File: src/rtl/ihds_pkg.sv
// shared types, constants and helper functions of the image header dimension sniffer
package ihds_pkg;

    localparam int POS_BITS_DEF = 32;
    localparam int LEAD_LEN     = 24;
    localparam int WIN_LEN      = 12;
    localparam int FIRST_TARGET = WIN_LEN + 1;
    localparam int MIN_LAST_POS = LEAD_LEN - 1;

    typedef logic [7:0] byte_t;
    typedef logic [1:0] fmt_t;

    localparam fmt_t FMT_NONE = 2'd0;
    localparam fmt_t FMT_JPEG = 2'd1;
    localparam fmt_t FMT_GIF  = 2'd2;
    localparam fmt_t FMT_PNG  = 2'd3;

    localparam byte_t MARK_PREFIX = 8'hFF;
    localparam byte_t MARK_SOI    = 8'hD8;
    localparam byte_t MARK_APP0   = 8'hE0;
    localparam byte_t MARK_SOF0   = 8'hC0;
    localparam byte_t MARK_SOF1   = 8'hC1;
    localparam byte_t MARK_SOF2   = 8'hC2;
    localparam byte_t MARK_SOF3   = 8'hC3;
    localparam byte_t MARK_SOF9   = 8'hC9;
    localparam byte_t MARK_SOF10  = 8'hCA;
    localparam byte_t MARK_SOF11  = 8'hCB;
    localparam byte_t PNG_HIGH    = 8'h89;
    localparam byte_t CHR_SUB     = 8'h1A;
    localparam byte_t CHR_CR      = 8'h0D;
    localparam byte_t CHR_LF      = 8'h0A;

    typedef struct packed {
        logic                   found;
        fmt_t                   format;
        logic [31:0]            width;
        logic [31:0]            height;
    } result_t;

    typedef struct packed {
        logic                   active;
        byte_t [WIN_LEN-1:0]    bytes;
    } window_t;

    function automatic logic is_sof(input byte_t m);
        return m inside {MARK_SOF0, MARK_SOF1, MARK_SOF2, MARK_SOF3,
                         MARK_SOF9, MARK_SOF10, MARK_SOF11};
    endfunction

    function automatic logic is_jfif(input byte_t [LEAD_LEN-1:0] b);
        return b[0] == MARK_PREFIX && b[1] == MARK_SOI && b[2] == MARK_PREFIX &&
               b[3] == MARK_APP0 && b[6] == "J" && b[7] == "F" &&
               b[8] == "I" && b[9] == "F";
    endfunction

endpackage

File: src/rtl/ihds_if.sv
// request channels of the sniffer: file bytes in, header results out
interface ihds_in_if;
    logic       valid;
    logic       ready;
    logic [7:0] data_byte;
    logic       end_of_file;

    modport source (output valid, output data_byte, output end_of_file, input ready);
    modport sink   (input valid, input data_byte, input end_of_file, output ready);
endinterface

interface ihds_out_if;
    logic        valid;
    logic        ready;
    logic        found;
    logic [1:0]  format;
    logic [31:0] width;
    logic [31:0] height;

    modport source (output valid, output found, output format, output width,
                    output height, input ready);
    modport sink   (input valid, input found, input format, input width,
                    input height, output ready);
endinterface

File: src/rtl/ihds_walker.sv
// jfif segment walker: 12-byte shift line, window capture and next segment target
module ihds_walker #(
    parameter int POS_BITS = ihds_pkg::POS_BITS_DEF
) (
    input  logic                                        clk,
    input  logic                                        rst_n,
    input  logic                                        step,
    input  logic                                        clear,
    input  ihds_pkg::byte_t                             data,
    input  logic [POS_BITS-1:0]                         pos,
    input  logic                                        jfif,
    output ihds_pkg::window_t                           view
);
    import ihds_pkg::*;

    localparam int SUM_BITS = ((POS_BITS > 17) ? POS_BITS : 17) + 1;

    byte_t [WIN_LEN-1:0]    shift_reg;
    byte_t [WIN_LEN-1:0]    shift_next;
    byte_t [WIN_LEN-1:0]    win_reg;
    logic [POS_BITS-1:0]    target_reg;
    logic [POS_BITS-1:0]    target_next;
    logic                   reach_reg;
    logic                   reach_next;
    logic                   active_reg;
    logic                   active_next;
    logic                   finished_reg;
    logic                   finished_next;
    logic                   hit;
    logic                   reject;
    logic                   capture;
    logic                   stop;
    logic [SUM_BITS-1:0]    sum;

    assign shift_next = {data, shift_reg[WIN_LEN-1:1]};
    assign hit        = step && !finished_reg && reach_reg && pos == target_reg;
    // first window of a file that is not jfif ends the walk without capture
    assign reject     = hit && pos == POS_BITS'(FIRST_TARGET) && !jfif;
    assign capture    = hit && !reject;
    assign stop       = shift_next[0] != MARK_PREFIX || is_sof(shift_next[1]);
    assign sum        = SUM_BITS'(target_reg) + SUM_BITS'(2)
                      + SUM_BITS'({shift_next[2], shift_next[3]});

    always_comb
    begin
        target_next   = target_reg;
        reach_next    = reach_reg;
        active_next   = active_reg;
        finished_next = finished_reg;
        if (reject)
        begin
            finished_next = 1'b1;
        end
        else if (capture)
        begin
            active_next = 1'b1;
            if (stop)
            begin
                finished_next = 1'b1;
            end
            else
            begin
                target_next = sum[POS_BITS-1:0];
                reach_next  = sum[SUM_BITS-1:POS_BITS] == '0;
            end
        end
        if (clear)
        begin
            target_next   = POS_BITS'(FIRST_TARGET);
            reach_next    = 1'b1;
            active_next   = 1'b0;
            finished_next = 1'b0;
        end
    end

    always_ff @(posedge clk or negedge rst_n)
    begin
        if (!rst_n)
        begin
            target_reg   <= POS_BITS'(FIRST_TARGET);
            reach_reg    <= 1'b1;
            active_reg   <= 1'b0;
            finished_reg <= 1'b0;
        end
        else
        begin
            target_reg   <= target_next;
            reach_reg    <= reach_next;
            active_reg   <= active_next;
            finished_reg <= finished_next;
        end
    end

    always_ff @(posedge clk)
    begin
        if (step)
        begin
            shift_reg <= shift_next;
        end
        if (capture)
        begin
            win_reg <= shift_next;
        end
    end

    assign view.active = capture ? 1'b1 : active_reg;
    assign view.bytes  = capture ? shift_next : win_reg;

endmodule

File: src/rtl/ihds_classifier.sv
// header decode: format test in priority order and dimension extraction
module ihds_classifier (
    input  ihds_pkg::byte_t [ihds_pkg::LEAD_LEN-1:0]    lead,
    input  ihds_pkg::window_t                           win,
    input  logic                                        long_enough,
    output ihds_pkg::result_t                           res
);
    import ihds_pkg::*;

    byte_t [LEAD_LEN-1:0] hdr;

    always_comb
    begin
        hdr = lead;
        if (win.active)
        begin
            hdr[WIN_LEN+1:2] = win.bytes;
        end
    end

    always_comb
    begin
        res = '0;
        res.format = FMT_NONE;
        if (long_enough)
        begin
            if (hdr[0] == MARK_PREFIX && hdr[1] == MARK_SOI && hdr[2] == MARK_PREFIX)
            begin
                res.found  = 1'b1;
                res.format = FMT_JPEG;
                res.height = {16'd0, hdr[7], hdr[8]};
                res.width  = {16'd0, hdr[9], hdr[10]};
            end
            else if (hdr[0] == "G" && hdr[1] == "I" && hdr[2] == "F")
            begin
                res.found  = 1'b1;
                res.format = FMT_GIF;
                res.width  = {16'd0, hdr[7], hdr[6]};
                res.height = {16'd0, hdr[9], hdr[8]};
            end
            else if (hdr[0] == PNG_HIGH && hdr[1] == "P" && hdr[2] == "N" &&
                     hdr[3] == "G" && hdr[4] == CHR_CR && hdr[5] == CHR_LF &&
                     hdr[6] == CHR_SUB && hdr[7] == CHR_LF && hdr[12] == "I" &&
                     hdr[13] == "H" && hdr[14] == "D" && hdr[15] == "R")
            begin
                res.found  = 1'b1;
                res.format = FMT_PNG;
                res.width  = {hdr[16], hdr[17], hdr[18], hdr[19]};
                res.height = {hdr[20], hdr[21], hdr[22], hdr[23]};
            end
        end
    end

endmodule

File: src/rtl/image_header_dimension_sniffer.sv
// top level of the image header dimension sniffer
// takes one file byte per request, the final byte flagged by end_of_file, and
// answers with a single result request on that final byte: png (signature and
// ihdr), gif or jpeg with width and height, or not found for anything else and
// for files shorter than 24 bytes. jfif files are followed segment by segment
// through their length fields until a start-of-frame marker, a window that does
// not open with ff, or a window that would run past the end of the file; the
// dimensions come from the last complete 12-byte window. a byte is taken every
// cycle, except that the input side stalls only while a result is held and the
// next final byte is waiting behind it. one input register, one level of
// compare/capture logic plus the segment offset adder, and the result register
// lie between the final byte and its result. after each result the stream
// state returns to its start values, so files may follow back to back.
module image_header_dimension_sniffer #(
    parameter int POS_BITS = ihds_pkg::POS_BITS_DEF
) (
    input  logic            clk,
    input  logic            rst_n,
    ihds_in_if.sink         stream,
    ihds_out_if.source      result
);
    import ihds_pkg::*;

    // input register
    logic                   in_vld_reg;
    byte_t                  in_byte_reg;
    logic                   in_eof_reg;

    // stream position and the first bytes of the file
    logic [POS_BITS-1:0]    pos_reg;
    byte_t [LEAD_LEN-1:0]   lead_reg;
    byte_t [LEAD_LEN-1:0]   lead_view;

    // result register
    logic                   out_vld_reg;
    result_t                res_reg;

    logic                   advance;
    logic                   step;
    logic                   pos_sat;
    logic                   finish;
    window_t                win_view;
    result_t                res_next;

    // an item moves on unless it is a final byte facing a held result
    assign advance = in_vld_reg && (!in_eof_reg || !out_vld_reg || result.ready);
    assign pos_sat = &pos_reg;
    assign step    = advance && !pos_sat;
    assign finish  = advance && in_eof_reg;

    assign stream.ready = !in_vld_reg || advance;

    always_ff @(posedge clk or negedge rst_n)
    begin
        if (!rst_n)
        begin
            in_vld_reg <= 1'b0;
        end
        else if (stream.ready)
        begin
            in_vld_reg <= stream.valid;
        end
    end

    always_ff @(posedge clk)
    begin
        if (stream.ready && stream.valid)
        begin
            in_byte_reg <= stream.data_byte;
            in_eof_reg  <= stream.end_of_file;
        end
    end

    // position saturates at all ones; bytes there complete no window
    always_ff @(posedge clk or negedge rst_n)
    begin
        if (!rst_n)
        begin
            pos_reg <= '0;
        end
        else if (finish)
        begin
            pos_reg <= '0;
        end
        else if (step)
        begin
            pos_reg <= pos_reg + POS_BITS'(1);
        end
    end

    // leading bytes, with the byte in flight folded in for same-cycle decode
    always_comb
    begin
        for (int i = 0; i < LEAD_LEN; i++)
        begin
            lead_view[i] = (advance && pos_reg == POS_BITS'(i)) ? in_byte_reg : lead_reg[i];
        end
    end

    always_ff @(posedge clk)
    begin
        lead_reg <= lead_view;
    end

    ihds_walker #(
        .POS_BITS (POS_BITS)
    ) u_walker (
        .clk      (clk),
        .rst_n    (rst_n),
        .step     (step),
        .clear    (finish),
        .data     (in_byte_reg),
        .pos      (pos_reg),
        .jfif     (is_jfif(lead_reg)),
        .view     (win_view)
    );

    ihds_classifier u_classifier (
        .lead        (lead_view),
        .win         (win_view),
        .long_enough (pos_reg >= POS_BITS'(MIN_LAST_POS)),
        .res         (res_next)
    );

    // result register, refilled in the cycle it is taken
    always_ff @(posedge clk or negedge rst_n)
    begin
        if (!rst_n)
        begin
            out_vld_reg <= 1'b0;
        end
        else if (finish)
        begin
            out_vld_reg <= 1'b1;
        end
        else if (result.ready)
        begin
            out_vld_reg <= 1'b0;
        end
    end

    always_ff @(posedge clk)
    begin
        if (finish)
        begin
            res_reg <= res_next;
        end
    end

    assign result.valid  = out_vld_reg;
    assign result.found  = res_reg.found;
    assign result.format = res_reg.format;
    assign result.width  = res_reg.width;
    assign result.height = res_reg.height;

    // a new result only ever follows a final byte moving on
    assert property (@(posedge clk) disable iff (!rst_n)
        $rose(out_vld_reg) |-> $past(in_vld_reg && in_eof_reg))
        else $error("result raised without a final byte");

    // not found carries no format and zero dimensions
    assert property (@(posedge clk) disable iff (!rst_n)
        out_vld_reg && !res_reg.found |->
            res_reg.format == FMT_NONE && res_reg.width == '0 && res_reg.height == '0)
        else $error("not-found result carries data");

    // the stream restarts at position zero after a final byte
    assert property (@(posedge clk) disable iff (!rst_n)
        finish |=> pos_reg == '0)
        else $error("position not cleared after final byte");

endmodule
File: src/flat_wrapper.sv
// flat-port wrapper written by rule: the top's interface ports become plain ports
module image_header_dimension_sniffer_flat import ihds_pkg::*;
#(
    parameter int POS_BITS = ihds_pkg::POS_BITS_DEF
)
  (clk, rst_n, stream_valid, stream_data_byte, stream_end_of_file, stream_ready, result_valid, result_found, result_format, result_width, result_height, result_ready);
  ihds_in_if stream_i ();
  ihds_out_if result_i ();
  input  logic clk;
  input  logic rst_n;
  input wire logic [$bits(stream_i.valid)-1:0] stream_valid;
  input wire logic [$bits(stream_i.data_byte)-1:0] stream_data_byte;
  input wire logic [$bits(stream_i.end_of_file)-1:0] stream_end_of_file;
  output wire logic [$bits(stream_i.ready)-1:0] stream_ready;
  output wire logic [$bits(result_i.valid)-1:0] result_valid;
  output wire logic [$bits(result_i.found)-1:0] result_found;
  output wire logic [$bits(result_i.format)-1:0] result_format;
  output wire logic [$bits(result_i.width)-1:0] result_width;
  output wire logic [$bits(result_i.height)-1:0] result_height;
  input wire logic [$bits(result_i.ready)-1:0] result_ready;
  assign stream_i.valid = stream_valid;
  assign stream_i.data_byte = stream_data_byte;
  assign stream_i.end_of_file = stream_end_of_file;
  assign stream_ready = stream_i.ready;
  assign result_valid = result_i.valid;
  assign result_found = result_i.found;
  assign result_format = result_i.format;
  assign result_width = result_i.width;
  assign result_height = result_i.height;
  assign result_i.ready = result_ready;
  image_header_dimension_sniffer #(.POS_BITS(POS_BITS)) u_core (.clk(clk), .rst_n(rst_n), .stream(stream_i), .result(result_i));
endmodule
File: config.mk
export PLATFORM = sky130hd
export DESIGN_NAME = image_header_dimension_sniffer_flat
export DESIGN_NICKNAME = d
export VERILOG_FILES = /design/src/rtl/ihds_pkg.sv /design/src/rtl/ihds_if.sv /design/src/rtl/ihds_walker.sv /design/src/rtl/ihds_classifier.sv /design/src/rtl/image_header_dimension_sniffer.sv /design/src/flat_wrapper.sv
export SDC_FILE = /design/constraint.sdc
export NUM_CORES = 1
export LEC_CHECK = 0
export BUFFER_PORTS_ARGS = -buffer_cell sky130_fd_sc_hd__buf_2
export CELL_PAD_IN_SITES_DETAIL_PLACEMENT = 1
export CELL_PAD_IN_SITES_GLOBAL_PLACEMENT = 1
export CORE_MARGIN = 1
export CORE_UTILIZATION = 30
export DETAILED_ROUTE_END_ITERATION = 8
export HOLD_SLACK_MARGIN = 0.1
export PLACE_DENSITY = 0.56
export SYNTH_ARGS = -nofsm -noshare
export SYNTH_HDL_FRONTEND = slang
export SYNTH_HIERARCHICAL = 1
export SYNTH_SLANG_ARGS = --single-unit
export TNS_END_PERCENT = 10
File: constraint.sdc
create_clock -name clk -period 7.5 [get_ports clk]
set_clock_uncertainty 0.05 [all_clocks]
set_input_delay 0.75 -clock clk [delete_from_list [all_inputs] [get_ports clk]]
set_output_delay 0.75 -clock clk [all_outputs]
set_load 0.005 [all_outputs]
==> flow_summary.json, run 1 <==
{
  "status": "completed",
  "drc": 0,
  "dr.pass1.iters": 4,
  "setup_tns_ns": 0,
  "syn_avg_cell_area_um2": 12.5,
  "syn_area_mm2": 0.0212,
  "max_stage_delay_ns": 0.78,
  "antenna_left": 0,
  "syn_nets": 1743,
  "p_comb_share_pct": 9.5,
  "wl_met3_mm": 1.73,
  "clk_pin_slew_ns": 0.06,
  "dp_slack_ns": 1.14,
  "cts_tree": "yes",
  "slew_violations": 0,
  "m1WireLength_mm": 27.5,
  "cellLeakagePower_nw": 9.70,
  "routed_wl_mm": 61.2,
  "hold_viol_final": 0,
  "rsz0062_at_grt": "false",
  "port_buffers": 81,
  "critPathArrivalTime_ns": 6.60,
  "post_drt_wl_per_cell_um": 22.2,
  "clock_sinks": 505,
  "grt_remaining_overflow": 0,
  "hpwl_mm": 41.7,
  "multiInputGateArea_mm2": 0.00865,
  "power_switching_w": 0.00166,
  "path_class": "register to register",
  "period_needed_ns": 6.21,
  "cp_cell_sequence": "ha_1 -> nand4_1 -> nor4_2 -> nor3b_4 -> nor2_4 -> nand2_1 -> or4_4 -> nor3_1 -> o41ai_2 -> buf_4 -> mux2_2 -> nor4b_1 -> nand4_1 -> a211oi_4 -> buf_4 -> and3_4 -> o2bb2ai_1",
  "grt_max_degree": 70,
  "vias": 14000,
  "final_cells": 2759,
  "register_area_mm2": 0.0121,
  "swShare_pct": 24.5,
  "worst_pin_slew_ns": 1.14,
  "max-cap-violations": 0,
  "start_kind": "register",
  "dr_wl_met2_mm": 30.8,
  "slew_headroom_pct": 23.2,
  "drtIter0Drc": 735,
  "layout.nets": 1824,
  "dp.cells": 2658,
  "setup_viol": 0,
  "n_fill_cell": 7519,
  "crit_slowest_cell": "nor2_4",
  "ctsResizeCount": 0,
  "clock_latency_ns": 0.63,
  "initial_utilization_pct": 30.3,
  "dieArea_mm2": 0.0718,
  "cp_max_fo": 41,
  "drive_above_1_share_pct": 27.7,
  "setup.worst_path.end_class": "register",
  "vdd_drop_max_mv": 0.176,
  "netlist_instances": 1693,
  "antenna_found_initial": 1,
  "core-area_mm2": 0.0700,
  "via_per_inst": 5.09,
  "cts_setup_buffers": 0,
  "p_clk_share_pct": 42.7,
  "maxUsedRoutingLayer": "met4",
  "ys_warn_count": 6,
  "place.gp.congestion": 0.820,
  "cts_buffer_depth": 3,
  "grt_first_pass_wirelength_mm": 93.1,
  "cts_root_buffer": "clkbuf_16",
  "fmax_mhz": 161,
  "period_share_pct": 82.9,
  "hold_class": "primary input to register",
  "dieWidth_um": 268,
  "fin_ws_ns": 1.29,
  "ioPinCount": 82,
  "ctsHoldBuffers": 0,
  "die_h_um": 268,
  "required_ns": 7.89,
  "h-tree-depth": 2,
  "rows": 97,
  "grt_pass1_vias": 14800,
  "p_per_area_mw_per_mm2": 276,
  "largest_reg_flops": 184,
  "syn_to_final_growth_pct": 15.9,
  "cts_buffers": 54,
  "p_int_w": 0.00513,
  "track_usage_pct": 17.1,
  "seqPwrFrac_pct": 47.8,
  "antenna_cells": 0,
  "final_util_pct": 35.1
}
## path summary, 6_finish.rpt
check	from	endpoint	slack, ns	cells after the start
setup / recovery	u_core/pos_reg[0]$_DFFE_PN0P_	u_core/result.height[7]$_DFFE_PP_	1.29	17
hold / removal	stream_data_byte[2]	u_core/in_byte_reg[2]$_DFFE_PP_	0.24	1
setup reg to reg	u_core/pos_reg[0]$_DFFE_PN0P_	u_core/result.height[7]$_DFFE_PP_	1.29	17
hold reg to reg	u_core/u_walker/shift_next[78]$_DFFE_PP_	u_core/u_walker/shift_next[70]$_DFFE_PP_	0.38	0
max in group asynchronous	rst_n	u_core/pos_reg[7]$_DFFE_PN0P_	6.38	2
min in group asynchronous	rst_n	u_core/u_walker/target_reg[16]$_DFFE_PN0P_	0.35	2
## layout make-up
type,count,area share (%)
clock inverter,22,1.50
timing repair buffer,110,2.59
inverter,22,0.346
tap,940,4.78
clock buffer,79,6.38
multi-input combinational,1081,35.2
sequential,505,49.2
## power by group through the flow
stage	registers [W]	logic, W	clock network (W)
final	0.00325	0.000647	0.00290
after global routing	0.00328	0.000706	0.00307
after CTS	0.00325	0.000656	0.00297
after detailed placement	0.00330	0.000652	0
after global placement	0.00329	0.000640	0
after floorplan	0.00325	0.000442	0
## metrics by stage
step	hold WS (ns)	area, um^2	total power [W]
floorplan	0.350	21200	0.00369
global placement	0.355	22700	0.00393
detailed placement	0.362	22700	0.00395
CTS	0.193	24600	0.00688
global route	0.220	24600	0.00705
finish	0.242	24600	0.00679
## critical path: cells and delay by family (launching register included)
kind / cells / cell delay (ns)
adders and majority gates: 1 / 0.31
muxes: 1 / 0.34
buffers and inverters: 2 / 0.63
AOI/OAI and AO/OA: 3 / 0.60
DFF: 1 / 0.46
and+or+nand+nor: 10 / 3.57
## routing by layer
| layer | up-vias | GRT usage [%] |
|---|---|---|
| li1 | 6520 | - |
| met1 | 7243 | 22.4 |
| met2 | 203 | 29.9 |
| met3 | 83 | 1.94 |
| met4 | 0 | 4.25 |
| met5 | - | 0 |
## cells in the final DEF (no fill, tap or decap), types with 8 or more instances in the layout
cell type,n
or4_1,16
buf_4,28
nand2_1,50
mux2i_1,19
bufinv_16,8
buf_2,81
nand4_1,37
mux2_2,259
and3_1,14
and2_1,42
mux2_1,45
ha_1,36
nor2b_1,10
a21oi_1,93
clkbuf_1,15
o2bb2ai_1,8
nand3_1,59
xor2_1,37
dfxtp_1,272
clkbuf_16,56
nor3_1,14
edfxtp_1,164
o21ai_0,54
o31ai_1,13
nor4_1,37
o21a_1,8
nand2_2,13
dfrtp_1,65
nor2_1,46
nor4bb_1,11
nor4b_1,19
or3_1,18
clkbuf_8,8
inv_1,21
Note: power is estimated with default switching activity, not from simulation.
==> run 2, diff against run 1 <==
ABC_AREA = 1   (was default)
PLACE_DENSITY = 0.58   (was 0.56)
clock period = 6.5 ns   (was 7.5 ns; I/O delays follow)
==> flow_summary.json, run 2 <==
{
  "status": "completed",
  "hold_ws_ns": 0.211,
  "critPathArrivalTime_ns": 6.08,
  "clock_latency_ns": 0.65,
  "netlist_instances": 3020,
  "setup_viol": 0,
  "die_h_um": 284,
  "grt_remaining_overflow": 0,
  "dp.cells": 4052,
  "ctsResizeCount": 0,
  "slew_headroom_pct": 29.4,
  "register_area_mm2": 0.0121,
  "clk_pin_slew_ns": 0.06,
  "antenna_left": 0,
  "period_share_pct": 87.2,
  "n_fill_cell": 9563,
  "cts_buffers": 58,
  "syn_area_mm2": 0.0238,
  "syn_to_final_growth_pct": 13.5,
  "hpwl_mm": 57.6,
  "syn_nets": 3070,
  "port_buffers": 81,
  "drc": 0,
  "drtIter0Drc": 1169,
  "hold_viol_final": 0,
  "ctsHoldBuffers": 9,
  "slew_violations": 0,
  "cts_setup_buffers": 0,
  "max-cap-violations": 0,
  "p_per_area_mw_per_mm2": 353,
  "h-tree-depth": 2,
  "post_drt_wl_per_cell_um": 19.2,
  "dr.pass1.iters": 5,
  "required_ns": 6.92,
  "path_class": "register to register",
  "dieWidth_um": 284,
  "place.gp.congestion": 0.863,
  "routed_wl_mm": 80.1,
  "rsz0062_at_grt": "false",
  "ioPinCount": 82,
  "clock_sinks": 505,
  "power_w": 0.00954,
  "multiInputGateArea_mm2": 0.0100,
  "grt_first_pass_wirelength_mm": 123,
  "place_area_mm2": 0.0250,
  "grt_max_degree": 99,
  "antenna_found_initial": 3,
  "final_common_cell": "nand2_1",
  "vdd_drop_max_mv": 0.201,
  "antenna_cells": 0,
  "setup_tns_ns": 0,
  "layout.nets": 3121,
  "via_per_inst": 4.81,
  "initial_utilization_pct": 30.2,
  "largest_reg_flops": 184,
  "core-area_mm2": 0.0789,
  "start_kind": "register",
  "cts_buffer_depth": 3,
  "cp_max_fo": 43,
  "drive_above_1_share_pct": 10.2,
  "final_cell_mix": "1079 x nand2_1, 335 x nor2_1, 272 x dfxtp_1, 231 x inv_1, 164 x edfxtp_1",
  "period_needed_ns": 5.67,
  "dieArea_mm2": 0.0806,
  "cellLeakagePower_nw": 11.3,
  "rows": 103,
  "final_cells": 4170,
  "syn_avg_cell_area_um2": 7.90,
  "hold_class": "primary input to async pin",
  "track_usage_pct": 19.6,
  "cts_root_buffer": "clkbuf_16",
  "setup.worst_path.end_class": "register",
  "cts_tree": "yes",
  "vias": 20000,
  "fmax_mhz": 176,
  "ys_warn_count": 6,
  "worst_pin_slew_ns": 1.06,
  "stdcell_area_mm2": 0.0271,
  "grt_pass1_vias": 20700
}
==> run 2: layout make-up <==
class                   count  area share (%)
repair buffers            120            2.71
clock inverters            25            1.00
flip-flops and latches    505            44.7
multi-input cells        2143            37.1
clock buffers              84            6.21
inverters                 243            3.41
well taps                1050            4.86
==> run 2: worst paths after layout <==
kind / start / to / slack, ns / cells after the start
worst max register to register: u_core/pos_reg[0]$_DFFE_PN0P_ / u_core/result.width[27]$_DFFE_PP_ / 0.83 / 23
max in group asynchronous: rst_n / u_core/u_walker/target_reg[4]$_DFFE_PN0P_ / 5.49 / 2
worst min register to register: u_core/u_walker/shift_next[79]$_DFFE_PP_ / u_core/u_walker/shift_next[71]$_DFFE_PP_ / 0.37 / 0
worst min-delay path: rst_n / u_core/result.valid$_DFFE_PN0P_ / 0.21 / 2
min in group clk: stream_valid / u_core/in_vld_reg$_DFFE_PN0N_ / 0.22 / 3
worst max-delay path: u_core/pos_reg[0]$_DFFE_PN0P_ / u_core/result.width[27]$_DFFE_PP_ / 0.83 / 23
==> run 2: per-stage QoR <==
step / utilization (%) / setup WS (ns)
final: 34.3 / 0.834
after global routing: 34.3 / 0.325
after CTS: 34.3 / 0.842
after detailed placement: 31.7 / 0.884
after global placement: 31.7 / 1.01
after floorplan: - / 1.02
==> run 2: layer usage <==
layer  share of wire [%]  global-route usage [%]  up-vias
met5                   0                       0        -
met4                 1.6                    4.11        0
met3                 3.3                    2.05       73
met2                  46                    31.7      288
met1                  49                    28.1     9854
li1                    -                       -     9823
==> run 2: worst max-delay path, stage by stage (launching register included) <==
cell	delay, ns
dfrtp_1	0.48
ha_1	0.29
inv_1	0.17
nor2_8	0.08
nand2_4	0.11
nor2_4	0.07
a21oi_4	0.20
nand3_1	0.12
a21oi_1	0.14
nand2_1	0.10
nor2_1	0.10
nand3_1	0.14
nor3_4	0.24
inv_2	0.07
nand2_2	0.43
inv_4	0.36
nor2_1	0.20
nand3_1	0.10
nor3_1	0.36
nor2_1	0.14
nor2_4	0.14
buf_4	0.37
nand3_4	0.56
nor3b_1	0.39
==> run 2: report_power, final <==
group	internal [W]	total (W)	switching, W	leakage, nW
Combinational	0.000595	0.00207	0.00147	5.57
Clock	0.00193	0.00333	0.00140	0.951
Sequential	0.00388	0.00415	0.000270	4.75
Total	0.00640	0.00954	0.00314	11.3
==> run 3, diff against run 2 <==
MAX_ROUTING_LAYER = met4   (was default)
==> flow_summary.json, run 3 (synthesis gave the netlist of run 2 again) <==
{
  "final_common_cell": "nand2_1",
  "p_per_area_mw_per_mm2": 353,
  "track_usage_pct": 20.2,
  "syn_to_final_growth_pct": 13.5,
  "hpwl_mm": 57.6,
  "setup_tns_ns": 0,
  "stdcell_area_mm2": 0.0271,
  "clk_pin_slew_ns": 0.06,
  "worst-r2r-setup-slack_ns": 0.84,
  "slew_headroom_pct": 29.3,
  "vdd_drop_max_mv": 0.202,
  "clock_latency_ns": 0.65,
  "antenna_found_initial": 3,
  "max-cap-violations": 0,
  "setup.worst_path.end_class": "register",
  "cts_root_buffer": "clkbuf_16",
  "setup_viol": 0,
  "initial_utilization_pct": 30.2,
  "period_needed_ns": 5.66,
  "met2_usage_pct": 31.7,
  "antenna_cells": 0,
  "period_share_pct": 87.1,
  "hold_class": "primary input to async pin",
  "rsz0062_at_grt": "false",
  "layout.nets": 3121,
  "largest_reg_flops": 184,
  "status": "completed",
  "dieArea_mm2": 0.0806,
  "grt_pass1_vias": 20700,
  "core-area_mm2": 0.0789,
  "cts_buffers": 58,
  "cellLeakagePower_nw": 11.3,
  "dieWidth_um": 284,
  "cp_max_fo": 92,
  "r2r-start": "u_core/pos_reg[0]$_DFFE_PN0P_",
  "vias": 20100,
  "rows": 103,
  "place_area_mm2": 0.0250,
  "critPathCapture": "u_core/result.width[27]$_DFFE_PP_",
  "grt_first_pass_wirelength_mm": 123,
  "slew_violations": 0,
  "fmax_mhz": 177,
  "cts_buffer_depth": 3,
  "hold_viol_final": 0,
  "h-tree-depth": 2,
  "place.gp.congestion": 0.877,
  "dr.pass1.iters": 5,
  "cts_setup_buffers": 0,
  "worst_pin_slew_ns": 1.06,
  "final_cell_mix": "1079 x nand2_1, 335 x nor2_1, 272 x dfxtp_1, 231 x inv_1, 164 x edfxtp_1",
  "fin_ws_ns": 0.841,
  "ioPinCount": 82,
  "r2r-end": "u_core/result.width[27]$_DFFE_PP_",
  "grt.busiest_layer": "met2",
  "required_ns": 6.91,
  "cts_tree": "yes",
  "antenna_left": 0,
  "power_w": 0.00955,
  "drive_above_1_share_pct": 10.2,
  "post_drt_wl_per_cell_um": 19.2,
  "reg2reg_depth": 24,
  "die_h_um": 284,
  "grt_max_degree": 99,
  "grt_remaining_overflow": 0,
  "met1_usage_pct": 28.1,
  "clock_sinks": 505,
  "drtIter0Drc": 1138,
  "dp_slack_ns": 0.884,
  "routed_wl_mm": 80.1,
  "grt_use_met3_pct": 2.04,
  "crit_start": "u_core/pos_reg[0]$_DFFE_PN0P_",
  "drc": 0,
  "critPathArrivalTime_ns": 6.07,
  "path_class": "register to register",
  "port_buffers": 81,
  "via_per_inst": 4.81,
  "start_kind": "register"
}
[run 3: cell counts in the layout (fill, tap and decap cells not counted)]
No cell type changed its count.
[run 3: stage by stage]
stage / hold WS (ns) / instances / util (%)
finish: 0.212 / 4170 / 34.3
global route: 0.219 / 4170 / 34.3
CTS: 0.187 / 4170 / 34.3
detailed placement: 0.359 / 4052 / 31.7
global placement: 0.358 / 4052 / 31.7
floorplan: 0.304 / 3020 / -
[run 3: what timing repair did]
| item | CTS | global route |
|---|---|---|
| hold buffers | 9 | 0 |
| resized for setup | 0 | 0 |
| endpoints found under the hold margin | 9 | 0 |
[run 3: per-layer routing]
metal / vias up / routed length, um
met3: 78 / 2510
met4: 0 / 1270
met2: 290 / 36800
met5: - / 0
met1: 9881 / 39500
li1: 9826 / -
[run 3: final cells by class]
| type | instances | area [um^2] |
|---|---|---|
| clock inverters | 25 | 272 |
| multi-input cells | 2143 | 10000 |
| clock buffers | 84 | 1680 |
| well taps | 1050 | 1310 |
| flip-flops and latches | 505 | 12100 |
| repair buffers | 120 | 733 |
| fillers | 9563 | 51800 |
| inverters | 243 | 922 |
[run 3: worst min path at each step]
stage / to / cells after the start / slack [ns]
after detailed placement: u_core/u_walker/shift_next[71]$_DFFE_PP_ / 0 / 0.36
after floorplan: u_core/in_vld_reg$_DFFE_PN0N_ / 0 / 0.30
after global placement: u_core/u_walker/shift_next[71]$_DFFE_PP_ / 0 / 0.36
after CTS: u_core/result.valid$_DFFE_PN0P_ / 4 / 0.19
final: u_core/result.valid$_DFFE_PN0P_ / 2 / 0.21
after global routing: u_core/result.valid$_DFFE_PN0P_ / 4 / 0.22
[run 3: worst max-delay path, cell delays in order, from the launching register on]
cell	delay (ns)
dfrtp_1	0.50
ha_1	0.27
inv_1	0.13
nor2_8	0.19
nand2_4	0.10
nor2_4	0.23
a21oi_4	0.11
nand3_1	0.12
a21oi_1	0.05
nand2_1	0.10
nor2_1	0.05
nand3_1	0.13
nor3_4	0.07
inv_2	0.07
buf_4	0.74
nand2_1	0.13
nand2_1	0.12
nor3b_1	0.37
nand2_1	0.09
nand2_1	0.11
nand2_1	0.12
nor2_4	0.11
buf_4	0.36
nand3_4	0.56
nor3b_1	0.41
[run 3: report_power, final]
group,internal [W],switching (W),leakage [nW]
combinational,0.000595,0.00148,5.57
sequential,0.00388,0.000269,4.75
clock,0.00193,0.00140,0.951
total,0.00640,0.00315,11.3
